### src/rtl/fmpc_ram.sv
// ----------------------------------------------------------------------------
// fmpc_ram
// Generic RAM: one write port, one read port, registered read data.
// ----------------------------------------------------------------------------
`default_nettype none

module fmpc_ram #(
  parameter int WIDTH = 8,
  parameter int DEPTH = 64
) (
  input  wire logic                     clk,
  input  wire logic                     wr_en,
  input  wire logic [$clog2(DEPTH)-1:0] wr_addr,
  input  wire logic [WIDTH-1:0]         wr_data,
  input  wire logic [$clog2(DEPTH)-1:0] rd_addr,
  output logic      [WIDTH-1:0]         rd_data
);

  logic [WIDTH-1:0] mem [DEPTH];

  always_ff @(posedge clk) begin
    if (wr_en) begin
      mem[wr_addr] <= wr_data;
    end
    rd_data <= mem[rd_addr];
  end

endmodule

`default_nettype wire

### config.mk
export PLATFORM = sky130hd
export DESIGN_NAME = fmpc_ram
export DESIGN_NICKNAME = d
export VERILOG_FILES = /design/src/rtl/fmpc_ram.sv
export SDC_FILE = /design/constraint.sdc
export NUM_CORES = 1
export LEC_CHECK = 0
export ABC_AREA = 1
export BUFFER_PORTS_ARGS = -buffer_cell sky130_fd_sc_hd__buf_2
export CAP_MARGIN = 20
export CORE_MARGIN = 2
export CORE_UTILIZATION = 55
export DETAILED_ROUTE_END_ITERATION = 12
export GPL_ROUTABILITY_DRIVEN = 1
export PLACE_DENSITY_LB_ADDON = 0.08
export SLEW_MARGIN = 25
export SYNTH_ARGS = -nofsm -noshare
export SYNTH_HDL_FRONTEND = slang
export SYNTH_SLANG_ARGS = --single-unit
### constraint.sdc
create_clock -name clk -period 2.65 [get_ports clk]
set_clock_uncertainty 0.15 [all_clocks]
set_input_delay 0.265 -clock clk [delete_from_list [all_inputs] [get_ports clk]]
set_output_delay 0.265 -clock clk [all_outputs]
set_load 0.1 [all_outputs]
==> Word-level counts from Yosys, hierarchy flattened <==
Memories as Yosys holds them, arrays and structs flattened. A register that Yosys moved wholly into a read port is not among the register bits.
Index checks and enable logic that the tools add are counted.
{ "totals": {"in_bits": 22, "regBits": 0, "mem_bits_rw": 512, "wordCells": 3, "output_inout_bits": 8, "memories": 1} }
{ "mem_list": {"columns": ["name", "words", "word_bits", "rd", "rd_ports_with_merged_regs", "write_ports", "line", "text"], "rows": [
  ["mem", 64, 8, 1, 1, 1, "19", "logic [WIDTH-1:0] mem [DEPTH];"]
]} }
{ "classes": {"muxes": 2} }
{ "op_table": {"columns": ["cell", "count"], "rows": [
  ["$mux 1", 2]
]} }

==> Depth between registers and ports, before layout <==
Gate-level depths: netlist of the first run.
{ "logic_depth": {"depth_word": 2, "depth_mapped": 12, "mapped_depth_nobuf": 9} }

==> Least setup slack after synthesis of the first run <==
Ideal clock, no wire load.
{ "synth_path": {"path_type": "input port to flip-flop", "from": "input wr_en", "to": "memory mem[48][0] (enable)", "arrival_time_ns": 1.636, "setup_slack_ns": 0.469, "path_buffers": 1, "stages": 3, "setup_ns": 0.395, "required_time_ns": 2.105, "cell_sequence": "clkbuf_1 > nand4_1 > nor4_1"} }
{ "synth_via": {"elab_chain_cells": 2} }
{ "synth_lines": {"columns": ["item", "line", "text"], "rows": [
  ["from (decl)", "12", "input wire logic wr_en,"],
  ["$mux 1", "22", "if (wr_en) begin"],
  ["$mux 1 (implied by the code)", "23", "mem[wr_addr] <= wr_data;"],
  ["to (decl)", "19", null]
]} }
Every way passes these cells.

==> Worst setup path in the final report of the first run <==
{ "layout_path": {"from": "register rd_data[0] (read register of mem)", "to": "output rd_data[0]"} }
{ "layout_rtl": {"columns": ["item", "line", "text"], "rows": [
  ["from (decl)", "16", "output logic [WIDTH-1:0] rd_data"]
]} }
No word-level cell between the ends.

==> run_results.csv, run 1 <==
group,metric,value,unit
power_and_ir_drop,power_switching,4000,uW
floorplanning,ioPinCount,30,
routing,drc,0,
worst_setup_path,start_kind,"flop",
timing,layout_setup_ws,0.759,ns
cts,clock-root-buffer,"clkbuf_16",
global_route,grt_max_degree,141,
worst_setup_path,slowest_delay,0.47,ns
synth,synthCells,1805,
synth,syn-num-nets,1827,
worst_setup_path,path_max_fanout,1,
power_and_ir_drop,power_density,738,nW/um^2
routing,wl_per_cell,21.9,um
global_route,grt_pass1_wl,82200,um
routing,wl,53400,um
worst_setup_path,end_kind,"output port",
layout,drive_gt1_share,11.2,%
timing,tightest_slew,0.671,ns
timing,tns,0,ns
worst_setup_path,arrival,1.48,ns
global_route,antenna_found_initial,2,
cts,htreeDepth,2,
power_and_ir_drop,p_int,13800,uW
placed_design,port_buffers,29,
layout,layout_commonest_cell,"nand2_1",
floorplanning,coreArea,38500,um^2
power_and_ir_drop,netSwitchingFraction,22.5,%
synth,syn_avg_cell_area,11.8,um^2
power_and_ir_drop,max-vdd-ir-drop,651,uV
cts,clkLatencyLatePin,0.59,ns
synth,synth_cell_types,16,
global_route,grt_pass1_vias,13700,
synth,ys_seq_area_share,72.8,%
hold_path,hp-class,"input pin to flop",
worst_setup_path,critPathBufInv,1,
worst_setup_path,crit_family,"buffers and inverters",
cts,cts_tree,"built",
layout,syn_to_final_growth,12.9,%
synth,synth_edf_count,512,
global_route,grt_usage,27.0,%
timing,slew-limit-headroom,55.3,%
synth,syn_area,21300,um^2
routing,drt_iter0_drc,1496,
power_and_ir_drop,leakagePower,0.00886,uW
floorplanning,fp.dieH,201,um
power_and_ir_drop,power_frac_seq,51.3,%
layout,final_nets,1904,
worst_setup_path,path_cells,"buf_2",
worst_setup_path,slowest_stage,"buf_2",
timing,finalHoldWorstSlack,0.0433,ns
routing,vias,13900,
timing,finalCriticalPeriod,1.89,ns
timing,hold_violations,0,
power_and_ir_drop,clkPwrFrac,41.9,%
worst_setup_path,crit_type,"flop to output port",
layout,final_cell_area,24100,um^2
synth,synth_seq_cells,520,
synth,async_flop_share,0,%
placed_design,dpl.hpwl,31300,um
timing,drv_slew,0,
cts,path_clk_slew,0.06,ns
cts,clock-sinks,520,
timing,clock.fmax,529,MHz
synth,synthFlopType,"edfxtp_1",
routing,ant_nets,0,
floorplanning,placementRows,72,
timing,setup_viol,0,
layout,final_cell_mix,"nand2_1 (648), edfxtp_1 (512), nand3_1 (439)",
run_status,status,"completed",
power_and_ir_drop,p_comb_share,6.8,%
floorplanning,dieArea,40400,um^2
timing,finalCritPeriodShare,71.4,%
run,drv_cap,0,
placed_design,post-place-ws,0.476,ns
worst_setup_path,required,2.24,ns
timing,rsz0062_at_grt,"no",
cts,cts_buffer_depth,3,
floorplanning,die_w,201,um
routing,viasPerCell,5.70,
synth,yosysWarnings,0,
placed_design,gp_congestion,0.866,
floorplanning,start_util,55.5,%
global_route,grt_overflow,0,
placed_design,placed_area,22400,um^2
cts,cts.repair.resized,0,
routing,dr.pass1.iters,6,
cts,cts_buffers,52,
==> flip-flops by register name (all words and copies together) (netlist names) <==
signal and flops:
rd_data 8, mem 512
==> final timing paths <==
kind	startpoint	slack, ns	cells after the start	endpoint
setup / recovery	rd_data[0]	0.76	1	rd_data[0]
hold / removal	rd_addr[4]	0.04	4	rd_data[1]
hold reg to reg	mem[62][1]	0.69	8	rd_data[1]
setup reg to reg	mem[32][6]	1.09	8	rd_data[6]
==> metrics by stage <==
step / std cells / util, % / power [uW]
5_1_grt: 2443 / 62.6 / 18300
4_1_cts: 2442 / 62.6 / 17900
2_1_floorplan: 1805 / - / 10000
3_3_place_gp: 2345 / 58.1 / 10500
6_report: 2443 / 62.6 / 17800
3_5_place_dp: 2345 / 58.1 / 10500
==> cell families after synthesis <==
| family | count (synthesis) | share of synthesized area [%] |
|---|---|---|
| and+or+nand+nor | 1160 | 23.2 |
| buffers and inverters | 125 | 4.02 |
| DFF | 520 | 72.8 |
==> routing by layer <==
layer / GRT usage [%] / wire [um] / up-vias
li1: - / - / 6504
met1: 39.1 / 23000 / 6846
met2: 42.9 / 25400 / 504
met3: 3.60 / 3500 / 80
met4: 8.62 / 1460 / 2
met5: 0 / 13 / -
==> worst reg2reg max path: stages (launching register included) <==
cell	delay [ns]
edfxtp_1	0.37
nand2_1	0.08
nand3_1	0.10
nand3_1	0.17
nand2_1	0.08
nand2_1	0.06
nand3_1	0.17
nand3_1	0.17
nand2_1	0.09
==> power groups by stage <==
stage	Combinational, uW	Clock (uW)	Sequential, uW
2_1_floorplan	640	0	9410
3_3_place_gp	1200	0	9300
3_5_place_dp	1210	0	9300
4_1_cts	1220	7530	9130
5_1_grt	1320	7840	9130
6_report	1210	7440	9130
==> cell usage after synthesis, types with 8 or more instances <==
library cell / n / share of area [%]
buf_6: 35 / 1.8
nor4_1: 8 / 0.23
buf_4: 14 / 0.49
nand2_1: 648 / 11
nor2_1: 56 / 0.99
inv_1: 10 / 0.18
nand3_1: 439 / 10
clkbuf_1: 15 / 0.26
buf_1: 10 / 0.18
edfxtp_1: 512 / 72
buf_2: 37 / 0.87
dfxtp_1: 8 / 0.75
nand4_1: 9 / 0.26
==> layout make-up <==
class                   count  area (um^2)
diodes                      1         2.50
clock buffers              64         1390
clock inverters            32          334
fillers                  3089        14400
inverters                  12         55.1
multi-input cells        1160         4950
flip-flops and latches    520        15500
well taps                 518          648
repair buffers            136         1190
==> timing repair <==
item | 4_1_cts | 5_1_grt
hold buffers | 1 | 0
buffers inserted | 0 | 0
endpoints found under the hold margin | 8 | 0
(Power assumes the default switching activity.)
==> run 2: changes to the inputs <==
==> constraint.sdc (replaced) <==
create_clock -name clk -period 1.6 [get_ports clk]
set_clock_uncertainty 0.15 [all_clocks]
set_input_delay 0.16 -clock clk [delete_from_list [all_inputs] [get_ports clk]]
set_output_delay 0.16 -clock clk [all_outputs]
set_load 0.1 [all_outputs]
==> run 2 against run 1 <==
Against the previous run:
- hold slack improved by 0.036 ns
- die area did not move
- critical path depth stayed put
- critical endpoint unchanged
- setup slack worse by 0.72 ns
==> run_results.csv, run 2 (synthesis gave the netlist of run 1 again) <==
group,metric,value,unit
run_status,status,"completed",
placed_design,placed_area,23500,um^2
placed_design,dpl.hpwl,32700,um
layout,final_cell_area,25200,um^2
worst_setup_path,end_kind,"output port",
floorplanning,fp.dieH,201,um
floorplanning,start_util,55.5,%
routing,vias,14200,
worst_setup_path,start_kind,"flop",
worst_setup_path,slowest_delay,0.40,ns
floorplanning,ioPinCount,30,
worst_setup_path,r2r_cells,8,
cts,cts_tree,"built",
power_and_ir_drop,max-vdd-ir-drop,1100,uV
global_route,antenna_found_initial,0,
cts,clkLatencyLatePin,0.60,ns
worst_setup_path,cp-startpoint,"rd_data[0]",
global_route,grt_max_degree,65,
routing,drt_iter0_drc,1288,
power_and_ir_drop,power,29200,uW
routing,wl_met3,3660,um
power_and_ir_drop,power_density,1150,nW/um^2
timing,finalCriticalPeriod,1.56,ns
routing,wl,54400,um
layout,largest_reg_flops,512,
timing,slew-limit-headroom,49.1,%
worst_setup_path,timing.rr.start,"mem[47][6]",
layout,final_cell_mix,"nand2_1 (648), edfxtp_1 (512), nand3_1 (438)",
routing,dr.pass1.iters,5,
hold_path,hp-class,"input pin to flop",
worst_setup_path,critPathBufInv,1,
timing,setup_viol,0,
worst_setup_path,critPathCapture,"rd_data[0]",
cts,post_cts_buffers,0,
timing,tns,0,ns
cts,path_clk_slew,0.06,ns
worst_setup_path,path_cells,"buf_6",
power_and_ir_drop,leakagePower,0.00928,uW
routing,viasPerCell,5.67,
layout,final_nets,1975,
timing,drv_slew,0,
worst_setup_path,required,1.29,ns
layout,largest_register,"mem",
cts,clock-root-buffer,"clkbuf_16",
floorplanning,die_w,201,um
worst_setup_path,arrival,1.25,ns
floorplanning,coreArea,38500,um^2
placed_design,dp_cells,2408,
global_route,grt_overflow,0,
worst_setup_path,r2r_slack,0.07,ns
power_and_ir_drop,power_switching,6620,uW
power_and_ir_drop,clkPwrFrac,40.1,%
power_and_ir_drop,p_int,22500,uW
cts,cts_buffers,51,
worst_setup_path,r2r-end,"rd_data[6]",
placed_design,port_buffers,29,
cts,htreeDepth,2,
worst_setup_path,cp_num_cells,1,
routing,wl_met1,23800,um
global_route,grt_pass1_vias,14000,
layout,num_antenna_cells,0,
timing,clock.fmax,641,MHz
layout,top_regs,"mem: 512 flops, rd_data: 8 flops",
power_and_ir_drop,netSwitchingFraction,22.7,%
routing,wl_per_cell,21.7,um
timing,hold_violations,0,
power_and_ir_drop,power_frac_seq,51.9,%
worst_setup_path,crit_type,"flop to output port",
global_route,grt_usage,27.6,%
placed_design,gp_congestion,0.859,
worst_setup_path,path_max_fanout,1,
timing,tightest_slew,0.764,ns
timing,rsz0062_at_grt,"no",
worst_setup_path,crit_family,"flip-flops",
cts,clock-sinks,520,
layout,stdcell_count,2511,
routing,top_layer,"met4",
routing,wl_met2,25400,um
layout,fillers,2902,
timing,finalCritPeriodShare,97.5,%
power_and_ir_drop,p_comb_share,8.0,%
floorplanning,dieArea,40400,um^2
layout,syn_to_final_growth,18.3,%
global_route,grt_pass1_wl,83700,um
worst_setup_path,slowest_stage,"dfxtp_1",
layout,layout_commonest_cell,"nand2_1",
run,drv_cap,0,
layout,drive_gt1_share,15.7,%
routing,drc,0,
floorplanning,placementRows,72,
cts,cts_buffer_depth,3,
routing,ant_nets,0,
## run 2: cell count changes in the layout (fill, tap and decap cells not counted), moves of 6 or more
| cell | delta |
|---|---|
| nor2_2 | +13 |
| nor2_4 | +12 |
| buf_12 | +34 |
| nor4_2 | +6 |
| buf_2 | -8 |
| buf_4 | +32 |
| dlygate4sd3_1 | +9 |
| nor2_1 | -25 |
| nor4_1 | -8 |
## run 2: metrics by stage
step | util [%] | hold WS [ns] | setup slack [ns]
2_1_floorplan | - | 0.109 | -0.263
3_3_place_gp | 61.0 | 0.436 | -0.346
3_5_place_dp | 61.0 | 0.436 | -0.331
4_1_cts | 65.6 | 0.0497 | 0.00447
5_1_grt | 65.6 | 0.0817 | 0.000641
6_report | 65.6 | 0.0795 | 0.0404
## run 2: worst min path at each step
stage | startpoint | endpoint | depth (start not counted)
final | wr_addr[0] | mem[53][2] | 4
after global routing | wr_addr[0] | mem[53][5] | 4
after CTS | wr_addr[0] | mem[53][2] | 4
after detailed placement | rd_addr[5] | rd_data[2] | 3
after global placement | rd_addr[5] | rd_data[3] | 3
after floorplan | wr_data[0] | mem[0][0] | 0
## run 2: power by group through the flow
stage                     clock [uW]  combinational (uW)  sequential, uW
after floorplan                    0                1110           15600
after global placement             0                2230           15400
after detailed placement           0                2250           15400
after CTS                      11900                2310           15100
after global routing           12400                2490           15100
final                          11700                2320           15100
## run 2: final cells by class
type,instances,area [um^2],share of cell area [%]
repair buffers,208,2220,8.81
multi-input cells,1160,5140,20.4
clock buffers,61,1340,5.29
clock inverters,32,284,1.13
inverters,12,71.3,0.283
flip-flops and latches,520,15500,61.6
well taps,518,648,2.57
## run 2: layer usage
| metal | vias to the layer above | global-route usage (%) |
|---|---|---|
| met2 | 512 | 43.3 |
| met1 | 6965 | 39.8 |
| met5 | - | 0 |
| met3 | 108 | 4.48 |
| li1 | 6650 | - |
| met4 | 0 | 8.89 |
## run 2: what timing repair did
action	4_1_cts	5_1_grt
endpoints found under the hold margin	456	0
resized for setup	17	3
hold buffers	10	0
endpoints found under the setup margin	8	2
