`config.mk`:
```
export PLATFORM = sky130hd
export DESIGN_NAME = fmpc_match
export DESIGN_NICKNAME = d
export VERILOG_FILES = /design/src/rtl/fmpc_pkg.sv /design/src/rtl/fmpc_match.sv
export SDC_FILE = /design/constraint.sdc
export NUM_CORES = 1
export LEC_CHECK = 0
export ABC_AREA = 0
export BUFFER_PORTS_ARGS = -buffer_cell sky130_fd_sc_hd__buf_4
export CAP_MARGIN = 30
export CORE_AREA = 8 8 162 164
export DETAILED_ROUTE_END_ITERATION = 10
export DIE_AREA = 0 0 170 172
export PLACE_DENSITY = 0.45
export SLEW_MARGIN = 10
export SYNTH_ARGS = -nofsm -noshare
export SYNTH_HDL_FRONTEND = slang
export SYNTH_SLANG_ARGS = --single-unit
```
`constraint.sdc`:
```
create_clock -name vclk -period 4.2
set_input_delay 0 -clock vclk [all_inputs]
set_output_delay 0 -clock vclk [all_outputs]
set_load 0.01 [all_outputs]
```
`src/rtl/fmpc_pkg.sv`:
```
// ----------------------------------------------------------------------------
// fmpc_pkg
// Types, codes and constants of the first-match packet rule classifier.
// ----------------------------------------------------------------------------
`default_nettype none

package fmpc_pkg;

  localparam int MAX_RULES_DEF = 64;
  localparam int PORT_SHIFT    = 16;

  localparam logic [1:0] ACT_CLASSIFY = 2'd0;
  localparam logic [1:0] ACT_INSERT   = 2'd1;
  localparam logic [1:0] ACT_DELETE   = 2'd2;

  localparam logic [1:0] ST_OK        = 2'd0;
  localparam logic [1:0] ST_FULL      = 2'd1;
  localparam logic [1:0] ST_NO_PRED   = 2'd2;

  localparam logic [1:0] VD_NONE      = 2'd0;
  localparam logic [1:0] VD_DROP      = 2'd1;
  localparam logic [1:0] VD_ACCEPT    = 2'd2;

  typedef struct packed {
    logic [1:0]  action;
    logic [7:0]  rule_name;
    logic [7:0]  after_name;
    logic [31:0] src_addr;
    logic [31:0] src_mask;
    logic [31:0] dst_addr;
    logic [31:0] dst_mask;
    logic [31:0] src_ports;
    logic [31:0] dst_ports;
    logic [7:0]  protocol;
    logic        permit;
  } cmd_t;

  typedef struct packed {
    logic [1:0] status;
    logic [1:0] verdict;
    logic [5:0] matched_index;
    logic [6:0] deleted_count;
    logic       add_session;
  } res_t;

  typedef struct packed {
    logic [7:0]  name;
    logic [31:0] src_addr;
    logic [31:0] src_mask;
    logic [31:0] dst_addr;
    logic [31:0] dst_mask;
    logic [31:0] src_ports;
    logic [31:0] dst_ports;
    logic [7:0]  protocol;
    logic        permit;
  } entry_t;

  localparam int ENTRY_W = $bits(entry_t);

  typedef struct packed {
    logic hit;
    logic name_eq;
  } match_t;

endpackage

`default_nettype wire

```
`src/rtl/fmpc_match.sv`:
```
// ----------------------------------------------------------------------------
// fmpc_match
// Shared compare unit: tests one stored rule against the packet and a name key.
// ----------------------------------------------------------------------------
`default_nettype none

module fmpc_match (
  input  wire fmpc_pkg::entry_t entry,
  input  wire fmpc_pkg::cmd_t   cmd,
  input  wire logic [7:0]       key,
  output fmpc_pkg::match_t      result
);
  import fmpc_pkg::*;

  logic        src_ok;
  logic        dst_ok;
  logic        port_ok;
  logic        proto_ok;
  logic [15:0] sp;
  logic [15:0] dp;

  assign sp = cmd.src_ports[15:0];
  assign dp = cmd.dst_ports[15:0];

  always_comb begin
    src_ok = ((cmd.src_addr & entry.src_mask) == (entry.src_addr & entry.src_mask))
          || (entry.src_addr == 32'd0) || (cmd.src_addr == entry.src_addr);
    dst_ok = (cmd.dst_addr == entry.dst_addr)
          || ((cmd.dst_addr & entry.dst_mask) == (entry.dst_addr & entry.dst_mask));
    // range is packed first in the high half, last in the low half
    port_ok = (sp >= entry.src_ports[31:PORT_SHIFT]) && (sp <= entry.src_ports[15:0])
           && (dp >= entry.dst_ports[31:PORT_SHIFT]) && (dp <= entry.dst_ports[15:0]);
    proto_ok = (entry.protocol == 8'd0) || (entry.protocol == cmd.protocol);
    result.hit     = src_ok && dst_ok && port_ok && proto_ok;
    result.name_eq = (entry.name == key);
  end

endmodule

`default_nettype wire

```
=== Word-level counts from Yosys, hierarchy flattened ===
Cells that the tools add are included.

* Register bits after elaboration: 0
* Input port bits: 436
* Logic and storage cells: 26
* Output and inout port bits: 2

* Equality and inequality tests: 6
* Magnitude comparators: 4
* Bitwise gates (word level): 4
* Reduce and logical (&&, ||, !) cells: 12

{| class="wikitable"
|+ Operators with widths
! kind !! number
|-
| bitwise AND 32 bit || 4
|-
| equality test 32 bit || 4
|-
| greater-or-equal comparator 16 bit || 2
|-
| less-or-equal comparator 16 bit || 2
|-
| logical NOT 32 bit || 1
|-
| equality test 8 bit || 2
|-
| logical NOT 8 bit || 1
|-
| logical AND 1 bit || 6
|-
| logical OR 1 bit || 4
|}

=== Logic depth before layout (Yosys ltp) ===
Gate-level depths: netlist of run 1.

* Depth in word-level cells: 7
* Gate-level depth with buffers: 9
* Mapped depth without buffers: 9

=== Worst setup path before layout of run 1 ===
OpenSTA, ideal clock, no wires.

* Path kind: in2out
* From: input port entry[46] (netlist bit)
* To: output port result[1] (netlist bit)
* Stages: 9
* Required time: 4.200 ns
* Arrival time: 1.649 ns
* Buffers on the path: 0
* Slack: 2.551 ns
* Path through: inv_1 -> ha_1 -> nand4_1 -> or2_1 -> o22ai_1 -> nor2_1 -> or3_1 -> nor4_1 -> and4bb_1

{| class="wikitable"
|+ RTL lines
! item !! line !! RTL
|-
| start, declared || fmpc_match.sv:8 || <nowiki>input wire fmpc_pkg::entry_t entry,</nowiki>
|-
| end, declared || fmpc_match.sv:11 || <nowiki>output fmpc_pkg::match_t result</nowiki>
|}

==> impl_metrics.tcl, run 1 <==
set metrics [dict create \
    portBuffers 322 \
    cp.arrival_ns 2.13 \
    ant_nets 0 \
    grt_start_max_net_pins 4 \
    syn2layout_area_growth_pct 99.9 \
    swShare 0.399 \
    ys_warn_count 0 \
    fin_tns_setup_ns 0 \
    fin_crit_sh 0.506 \
    nFlopsAndLatches 0 \
    finalHoldViolCount 0 \
    dp_hpwl_um 17700 \
    crit_path_end_kind "output pin" \
    yosys-top-cells-area "ha_1 (28%), xor2_1 (19%), inv_1 (8.2%), nand4_1 (5.8%), xnor2_1 (5.0%)" \
    p_leak_nw 2.96 \
    yosysSeqAreaShare 0 \
    slew-limit-headroom 0.558 \
    dp.cells 1017 \
    post_cts_buffers 0 \
    gp_congestion 0.797 \
    synth_cells 371 \
    report.final.slew_viol_count 0 \
    path_class "primary input to output pin" \
    switchingPower_mw 0.206 \
    die_h_um 172 \
    yosys.area.top_type_share 0.283 \
    p_comb_frac 1.000 \
    dieArea_mm2 0.0292 \
    hold_buffers 0 \
    start_util 0.119 \
    grt_pass1_vias 4415 \
    rsz0062_at_grt "false" \
    clkPwrFrac 0 \
    multiInputGateArea_mm2 0.00259 \
    syn_area_per_cell_um2 7.62 \
    drive_above_1_share 0.475 \
    dr_total_vias 3842 \
    grt_pass1_wl_um 26000 \
    start_kind "primary input" \
    syn_nets 871 \
    antenna_cells 0 \
    seqPwrFrac 0 \
    rows 57 \
    synthesis.area_mm2 0.00283 \
    core_mm2 0.0238 \
    clockBufferCount 0 \
    regArea_um2 0 \
    wl_per_cell_um 18.0 \
    grt_usage 0.116 \
    vias_per_cell 3.78 \
    finalSetupViolCount 0 \
    p_int_mw 0.310 \
    synth.distinct_cells 34 \
    holdCritPathClass "primary input to output pin" \
    fmax_ghz 0.470 \
    grt_overflow 0 \
    fin_crit_ns 2.13 \
    maxCapViolCount 0 \
    stdcell_count 1017 \
    die_w_um 170 \
    finalNetCount 1195 \
    drt_iter0_drc 99 \
    cp_data_required_time_ns 4.20 \
    first_pass_iters 4 \
    cts_resized 0 \
    ios 438 \
    netlist_top_cells_count "ha_1 (64), inv_1 (62), xor2_1 (62)" \
    wl_um 18300 \
    worstPathMaxFanout 2 \
    antenna_found_initial 3 \
    drcViolationCount 0 \
    ir_worst_vdd_mv 0.0381 \
    tightest_slew_ns 0.657 \
    yosysMostFrequentCell "ha_1" \
    status "finished, final reports clean" \
    yosys.area.top_type "ha_1" \
    powerDensity_mw_per_mm2 91.4 \
    num-fill-cells 2695 \
]
==> routing by layer <==
metal / global-route usage / part of all wire
met5: 0 / 0.0021
met2: 0.219 / 0.51
met4: 0 / 0.00044
met1: 0.132 / 0.39
met3: 0.0411 / 0.10
==> worst max-delay path, cell delays in order <==
cell and delay, ns:
buf_4 0.11, inv_1 0.07, ha_1 0.21, nand2b_1 0.16, a2111oi_0 0.45, nor3_1 0.11, nor4_1 0.31, o211ai_1 0.21
o31ai_1 0.13, and4bb_1 0.22, buf_4 0.15
==> final cells by class <==
type,count,area share
inverters,62,0.0412
multi-input cells,309,0.459
well taps,324,0.0718
repair buffers,322,0.428
==> placed cells by master (no fill, tap or decap), types with 3 or more instances in the layout <==
cell type | Yosys | final
a22oi_1 | 16 | 16
xor2_1 | 62 | 62
o211ai_1 | 3 | 3
nor3_1 | 3 | 3
a221oi_1 | 6 | 6
a211oi_1 | 5 | 5
a2111oi_0 | 3 | 3
inv_1 | 62 | 62
a21oi_1 | 16 | 16
a21o_1 | 6 | 6
nor4_1 | 22 | 22
buf_4 | 0 | 322
nor2_1 | 15 | 15
a22o_1 | 6 | 6
xnor2_1 | 16 | 16
nand2b_1 | 3 | 3
ha_1 | 64 | 64
nor2b_1 | 5 | 5
o21ai_0 | 10 | 10
nand4_1 | 26 | 26
==> path summary, 6_finish.rpt <==
check,start,to,depth (start not counted)
hold / removal,entry[204],result[0],5
setup / recovery,cmd[9],result[1],11
==> per-stage QoR <==
step | hold WS (ns) | setup WS [ns] | instance area, µm² | util | total power, mW
floorplan | 0.152 | 2.55 | 2830 | - | 0.198
global placement | 0.387 | 2.04 | 5650 | 0.237 | 0.519
detailed placement | 0.380 | 2.01 | 5650 | 0.237 | 0.523
CTS | 0.380 | 2.02 | 5650 | 0.237 | 0.525
global route | 0.390 | 1.92 | 5650 | 0.237 | 0.576
finish | 0.382 | 2.07 | 5650 | 0.237 | 0.516
==> logic make-up after synthesis <==
| family | Yosys count | share of synthesized area |
|---|---|---|
| adders and majority gates | 64 | 0.283 |
| and+or+nand+nor | 81 | 0.164 |
| xor gates and xnor gates | 80 | 0.253 |
| AOI/OAI and AO/OA | 84 | 0.217 |
| buffers and inverters | 62 | 0.0823 |
==> power by group through the flow <==
stage | Sequential (mW) | Combinational, mW | Clock (mW)
after detailed placement | 0 | 0.523 | 0
final | 0 | 0.516 | 0
after floorplan | 0 | 0.198 | 0
after CTS | 0 | 0.525 | 0
after global routing | 0 | 0.576 | 0
after global placement | 0 | 0.519 | 0
Power figures use the tool's default switching activity.
==> run 2, diff against run 1 <==
--- a/config.mk
+++ b/config.mk
@@ -5,13 +5,13 @@
 export SDC_FILE = /design/constraint.sdc
 export NUM_CORES = 1
 export LEC_CHECK = 0
-export ABC_AREA = 0
+export ABC_AREA = 1
 export BUFFER_PORTS_ARGS = -buffer_cell sky130_fd_sc_hd__buf_4
 export CAP_MARGIN = 30
 export CORE_AREA = 8 8 162 164
 export DETAILED_ROUTE_END_ITERATION = 10
 export DIE_AREA = 0 0 170 172
-export PLACE_DENSITY = 0.45
+export PLACE_DENSITY = 0.5
 export SLEW_MARGIN = 10
 export SYNTH_ARGS = -nofsm -noshare
 export SYNTH_HDL_FRONTEND = slang
==> constraint.sdc (replaced) <==
create_clock -name vclk -period 1.86
set_input_delay 0 -clock vclk [all_inputs]
set_output_delay 0 -clock vclk [all_outputs]
set_load 0.01 [all_outputs]
==> run 2 against run 1 <==
Against the previous run:
- worst hold slack lost 0.021 ns
- critical path type unchanged
- sequential share of layout area unchanged
- routed wire length decreased by 0.57%
==> impl_metrics.tcl, run 2 <==
set metrics [dict create \
    synth.distinct_cells 18 \
    num-fill-cells 2751 \
    synth_cells 694 \
    pre_cts_slack_ns 0.311 \
    fmax_ghz 0.690 \
    start_util 0.149 \
    grt_start_max_net_pins 4 \
    finalSetupViolCount 0 \
    maxCapViolCount 0 \
    stdcell_count 1340 \
    fin_tns_setup_ns 0 \
    min_delay_path_depth 5 \
    dp.cells 1340 \
    finalNetCount 1518 \
    regArea_um2 0 \
    ir_worst_vdd_mv 0.0838 \
    grt_usage 0.114 \
    grt_pass1_vias 5177 \
    synthesis.area_mm2 0.00355 \
    finalHoldViolCount 0 \
    cpPeakStageDelay_ns 0.28 \
    cp.arrival_ns 1.45 \
    nFlopsAndLatches 0 \
    cp_num_buf_inv 2 \
    grt_overflow 0 \
    syn2layout_area_growth_pct 79.4 \
    yosys-top-cells-area "nand2_1 (23%), ha_1 (23%), inv_1 (19%), nand3_1 (8.7%), nand3b_1 (8.7%)" \
    cts_resized 0 \
    crit_path_end_kind "output pin" \
    fin_crit_sh 0.779 \
    fin_crit_ns 1.45 \
    clockBufferCount 0 \
    multiInputGateArea_mm2 0.00289 \
    slew-limit-headroom 0.758 \
    drt_iter0_drc 178 \
    cp_data_required_time_ns 1.86 \
    holdCritPathClass "primary input to output pin" \
    tightest_slew_ns 0.360 \
    wl_per_cell_um 13.6 \
    die_h_um 172 \
    path_delay_family "simple AND/OR/NAND/NOR gates" \
    antenna_found_initial 4 \
    gp_congestion 0.869 \
    antenna_cells 0 \
    worstPathMaxFanout 2 \
    dieArea_mm2 0.0292 \
    syn_nets 1194 \
    post_cts_buffers 0 \
    cp_slowest_cell "ha_1" \
    ys_warn_count 0 \
    start_kind "primary input" \
    syn_area_per_cell_um2 5.12 \
    wl_um 18200 \
    p_leak_nw 4.00 \
    yosys.area.top_type_share 0.231 \
    drive_above_1_share 0.318 \
    yosysSeqAreaShare 0 \
    dp_hpwl_um 17500 \
    crit_chain "buf_4 > ha_1 > nand2_1 > nor2_1 > and2_1 > nor2_1 > nand2_1 > nand2_1 > a21oi_1 > nand3_1 > nor2_1 > buf_4" \
    portBuffers 322 \
    hold_buffers 0 \
    first_pass_iters 4 \
    drcViolationCount 0 \
    ant_nets 0 \
    core_mm2 0.0238 \
    report.final.slew_viol_count 0 \
    rows 57 \
    die_w_um 170 \
    yosysMostFrequentCell "nand2_1" \
    yosys.area.top_type "nand2_1" \
    path_class "primary input to output pin" \
    status "finished, final reports clean" \
    path_depth 12 \
    grt_pass1_wl_um 26500 \
    dr_total_vias 5067 \
    ios 438 \
    layout_common_cells "buf_4 (322), nand2_1 (219), inv_1 (176), nor2_1 (64), ha_1 (64)" \
    fin_ws_ns 0.411 \
    final_common_cell "buf_4" \
    powerDensity_mw_per_mm2 187 \
    vias_per_cell 3.78 \
    final_core_util 0.268 \
    netlist_top_cells_count "nand2_1 (219), inv_1 (176), ha_1 (64), nor2_1 (64), nand3_1 (62)" \
    rsz0062_at_grt "false" \
]
## run 2: cell count changes after synthesis, sizes merged, moves of 41 or more
cell    before  now
nand2        2  219
inv         62  176
xor2        64    1
nand3        2   62
nor2        15   65
nand3b       0   41
## run 2: path summary, 6_finish.rpt
path / startpoint / endpoint
hold / removal: entry[203] / result[0]
setup / recovery: cmd[48] / result[1]
## run 2: cell type report
class	instances	area share
multi-input cells	518	0.454
repair buffers	322	0.379
inverters	176	0.104
well taps	324	0.0636
## run 2: report_power, final
| group | internal (mW) | switching, mW |
|---|---|---|
| Clock | 0 | 0 |
| Combinational | 0.694 | 0.498 |
| Sequential | 0 | 0 |
## run 2: worst min-delay path, stage by stage
cell,delay [ns]
buf_4,0.08
xnor2_1,0.05
nand4_1,0.06
nor2_1,0.04
buf_4,0.13
## run 2: kinds of logic after synthesis
| group | count (synthesis) | share of synthesized area |
|---|---|---|
| adders and majority gates | 64 | 0.225 |
| and+or+nand+nor | 405 | 0.506 |
| xor gates and xnor gates | 9 | 0.0222 |
| buffers and inverters | 176 | 0.186 |
| AOI/OAI and AO/OA | 40 | 0.0606 |
## run 2: per-layer routing
layer  track usage  vias to the layer above  routed length (µm)
li1              -                     2795                   -
met1         0.143                     2080                7850
met2         0.189                      172                8110
met3        0.0475                       12                2130
met4       0.00381                        8                  87
met5             0                        -                  46
## run 2: per-stage QoR
step | hold slack, ns | power [mW] | instance area (µm²)
final | 0.361 | 1.19 | 6380
after global routing | 0.418 | 1.37 | 6380
after CTS | 0.368 | 1.21 | 6380
after detailed placement | 0.369 | 1.20 | 6380
after global placement | 0.367 | 1.18 | 6380
after floorplan | 0.152 | 0.496 | 3550
==> run 3, diff against run 2 <==
--- a/config.mk
+++ b/config.mk
@@ -8,10 +8,10 @@
 export ABC_AREA = 1
 export BUFFER_PORTS_ARGS = -buffer_cell sky130_fd_sc_hd__buf_4
 export CAP_MARGIN = 30
-export CORE_AREA = 8 8 162 164
+export CORE_AREA = 8 8 164 166
 export DETAILED_ROUTE_END_ITERATION = 10
-export DIE_AREA = 0 0 170 172
-export PLACE_DENSITY = 0.5
+export DIE_AREA = 0 0 172 174
+export PLACE_DENSITY = 0.48
 export SLEW_MARGIN = 10
 export SYNTH_ARGS = -nofsm -noshare
 export SYNTH_HDL_FRONTEND = slang
==> constraint.sdc (replaced) <==
create_clock -name vclk -period 1.5
set_input_delay 0 -clock vclk [all_inputs]
set_output_delay 0 -clock vclk [all_outputs]
set_load 0.01 [all_outputs]
==> run 3 against run 2 <==
Against the previous run:
- global-route usage increased by 0.29 points
- total power increased by 31%
- first-iteration DRC count decreased by 13%
- routed wire length increased by 3.4%
- core utilization increased by 0.15 points
- final area increased by 3.6%
- cell count increased by 1.0%
- die area increased by 2.4%
- via count increased by 0.34%
- non-clock buffer count increased by 7
- flip-flop and latch count unchanged
- critical endpoint unchanged
- largest power group unchanged
==> impl_metrics.tcl, run 3 (synthesis results as in run 2) <==
set metrics [dict create \
    die_w_um 172 \
    p_leak_nw 4.04 \
    ant_nets 0 \
    core_mm2 0.0245 \
    path_delay_family "simple AND/OR/NAND/NOR gates" \
    finalNetCount 1525 \
    drt_iter0_drc 154 \
    drcViolationCount 0 \
    path_class "primary input to output pin" \
    slew-limit-headroom 0.745 \
    fin_crit_sh 0.926 \
    dp.cells 1354 \
    grt_usage 0.117 \
    clockBufferCount 0 \
    grt_start_max_net_pins 4 \
    grt_pass1_wl_um 27500 \
    syn2layout_area_growth_pct 85.8 \
    vias_per_cell 3.75 \
    clkPwrFrac 0 \
    p_comb_frac 1.000 \
    report.final.slew_viol_count 0 \
    min_to "result[0]" \
    cp_slowest_cell "ha_1" \
    finalHoldViolCount 0 \
    powerDensity_mw_per_mm2 236 \
    start_util 0.145 \
    start_kind "primary input" \
    min_from "entry[203]" \
    antenna_found_initial 4 \
    die_h_um 174 \
    grt_pass1_vias 5226 \
    dieArea_mm2 0.0299 \
    min_delay_path_depth 5 \
    cp_num_buf_inv 2 \
    drive_above_1_share 0.345 \
    total_power_mw 1.56 \
    cp_data_required_time_ns 1.50 \
    final_common_cell "buf_4" \
    wl_um 18900 \
    rows 58 \
    status "finished, final reports clean" \
    gp_congestion 0.817 \
    stdcell_count 1354 \
    fmax_ghz 0.720 \
    ios 438 \
    p_int_mw 0.904 \
    ir_worst_vdd_mv 0.0901 \
    first_pass_iters 4 \
    holdCritPathClass "primary input to output pin" \
    wl_per_cell_um 13.9 \
    finalSetupViolCount 0 \
    seqPwrFrac 0 \
    cpPeakStageDelay_ns 0.29 \
    dp_hpwl_um 18000 \
    portBuffers 322 \
    nFlopsAndLatches 0 \
    crit_chain "buf_4 > ha_1 > nand2_1 > nor2_2 > nand2_1 > nand2_1 > nand2_1 > nand3_1 > nand3_1 > nor2_1 > buf_4" \
    tightest_slew_ns 0.379 \
    maxCapViolCount 0 \
    cp.arrival_ns 1.39 \
    crit_path_end_kind "output pin" \
    dr_total_vias 5084 \
    layout_common_cells "buf_4 (329), nand2_1 (214), inv_1 (175), nand3_1 (62), nor2_1 (60)" \
    switchingPower_mw 0.657 \
    cp_common_cell "nand2_1" \
    regArea_um2 0 \
    swShare 0.421 \
    grt_overflow 0 \
    worstPathMaxFanout 2 \
    hold_buffers 0 \
    fin_crit_ns 1.39 \
]
==> run 3: power groups by stage <==
stage	sequential, mW	combinational, mW	clock, mW
after floorplan	0	0.615	0
after global placement	0	1.50	0
after detailed placement	0	1.52	0
after CTS	0	1.53	0
after global routing	0	1.78	0.0000000897
final	0	1.56	0.0000000897
==> run 3: worst max path at each step <==
stage,startpoint,cells after the start,end,slack (ns)
after global routing,cmd[16],11,result[1],-0.0009
after global placement,cmd[48],13,result[1],-0.09
after floorplan,entry[64],11,result[1],0.43
after CTS,entry[18],13,result[1],0.01
final,cmd[16],11,result[1],0.11
after detailed placement,cmd[48],13,result[1],-0.07
==> run 3: layout make-up <==
type,instances,area (µm²)
Fill cell,2810,17900
Multi-Input combinational cell,518,3060
Timing Repair Buffer,329,2470
Inverter,176,661
Tap cell,330,413
Antenna cell,1,2.50
==> run 3: timing repair <==
| item | in CTS | in global routing |
|---|---|---|
| buffers inserted | 0 | 0 |
| pin swaps | 5 | 15 |
| endpoints found under the setup margin | 1 | 1 |
| resized for setup | 3 | 26 |
==> run 3: per-stage QoR <==
stage / hold WS [ns] / area (µm²) / TNS, ns / utilization / worst slack, ns
5_1_grt: 0.402 / 6600 / -0.000933 / 0.269 / -0.000933
6_report: 0.365 / 6600 / 0 / 0.269 / 0.111
2_1_floorplan: 0.152 / 3550 / 0 / - / 0.426
3_3_place_gp: 0.368 / 6440 / -0.0858 / 0.263 / -0.0858
4_1_cts: 0.371 / 6450 / 0 / 0.263 / 0.0123
3_5_place_dp: 0.365 / 6440 / -0.0686 / 0.263 / -0.0686
==> run 3: metal layers <==
layer / up-vias / wire, µm / track usage
met4: 6 / 123 / 0.00970
met1: 2102 / 8480 / 0.147
met2: 158 / 8420 / 0.195
met3: 14 / 1780 / 0.0395
li1: 2804 / - / -
met5: - / 41 / 0
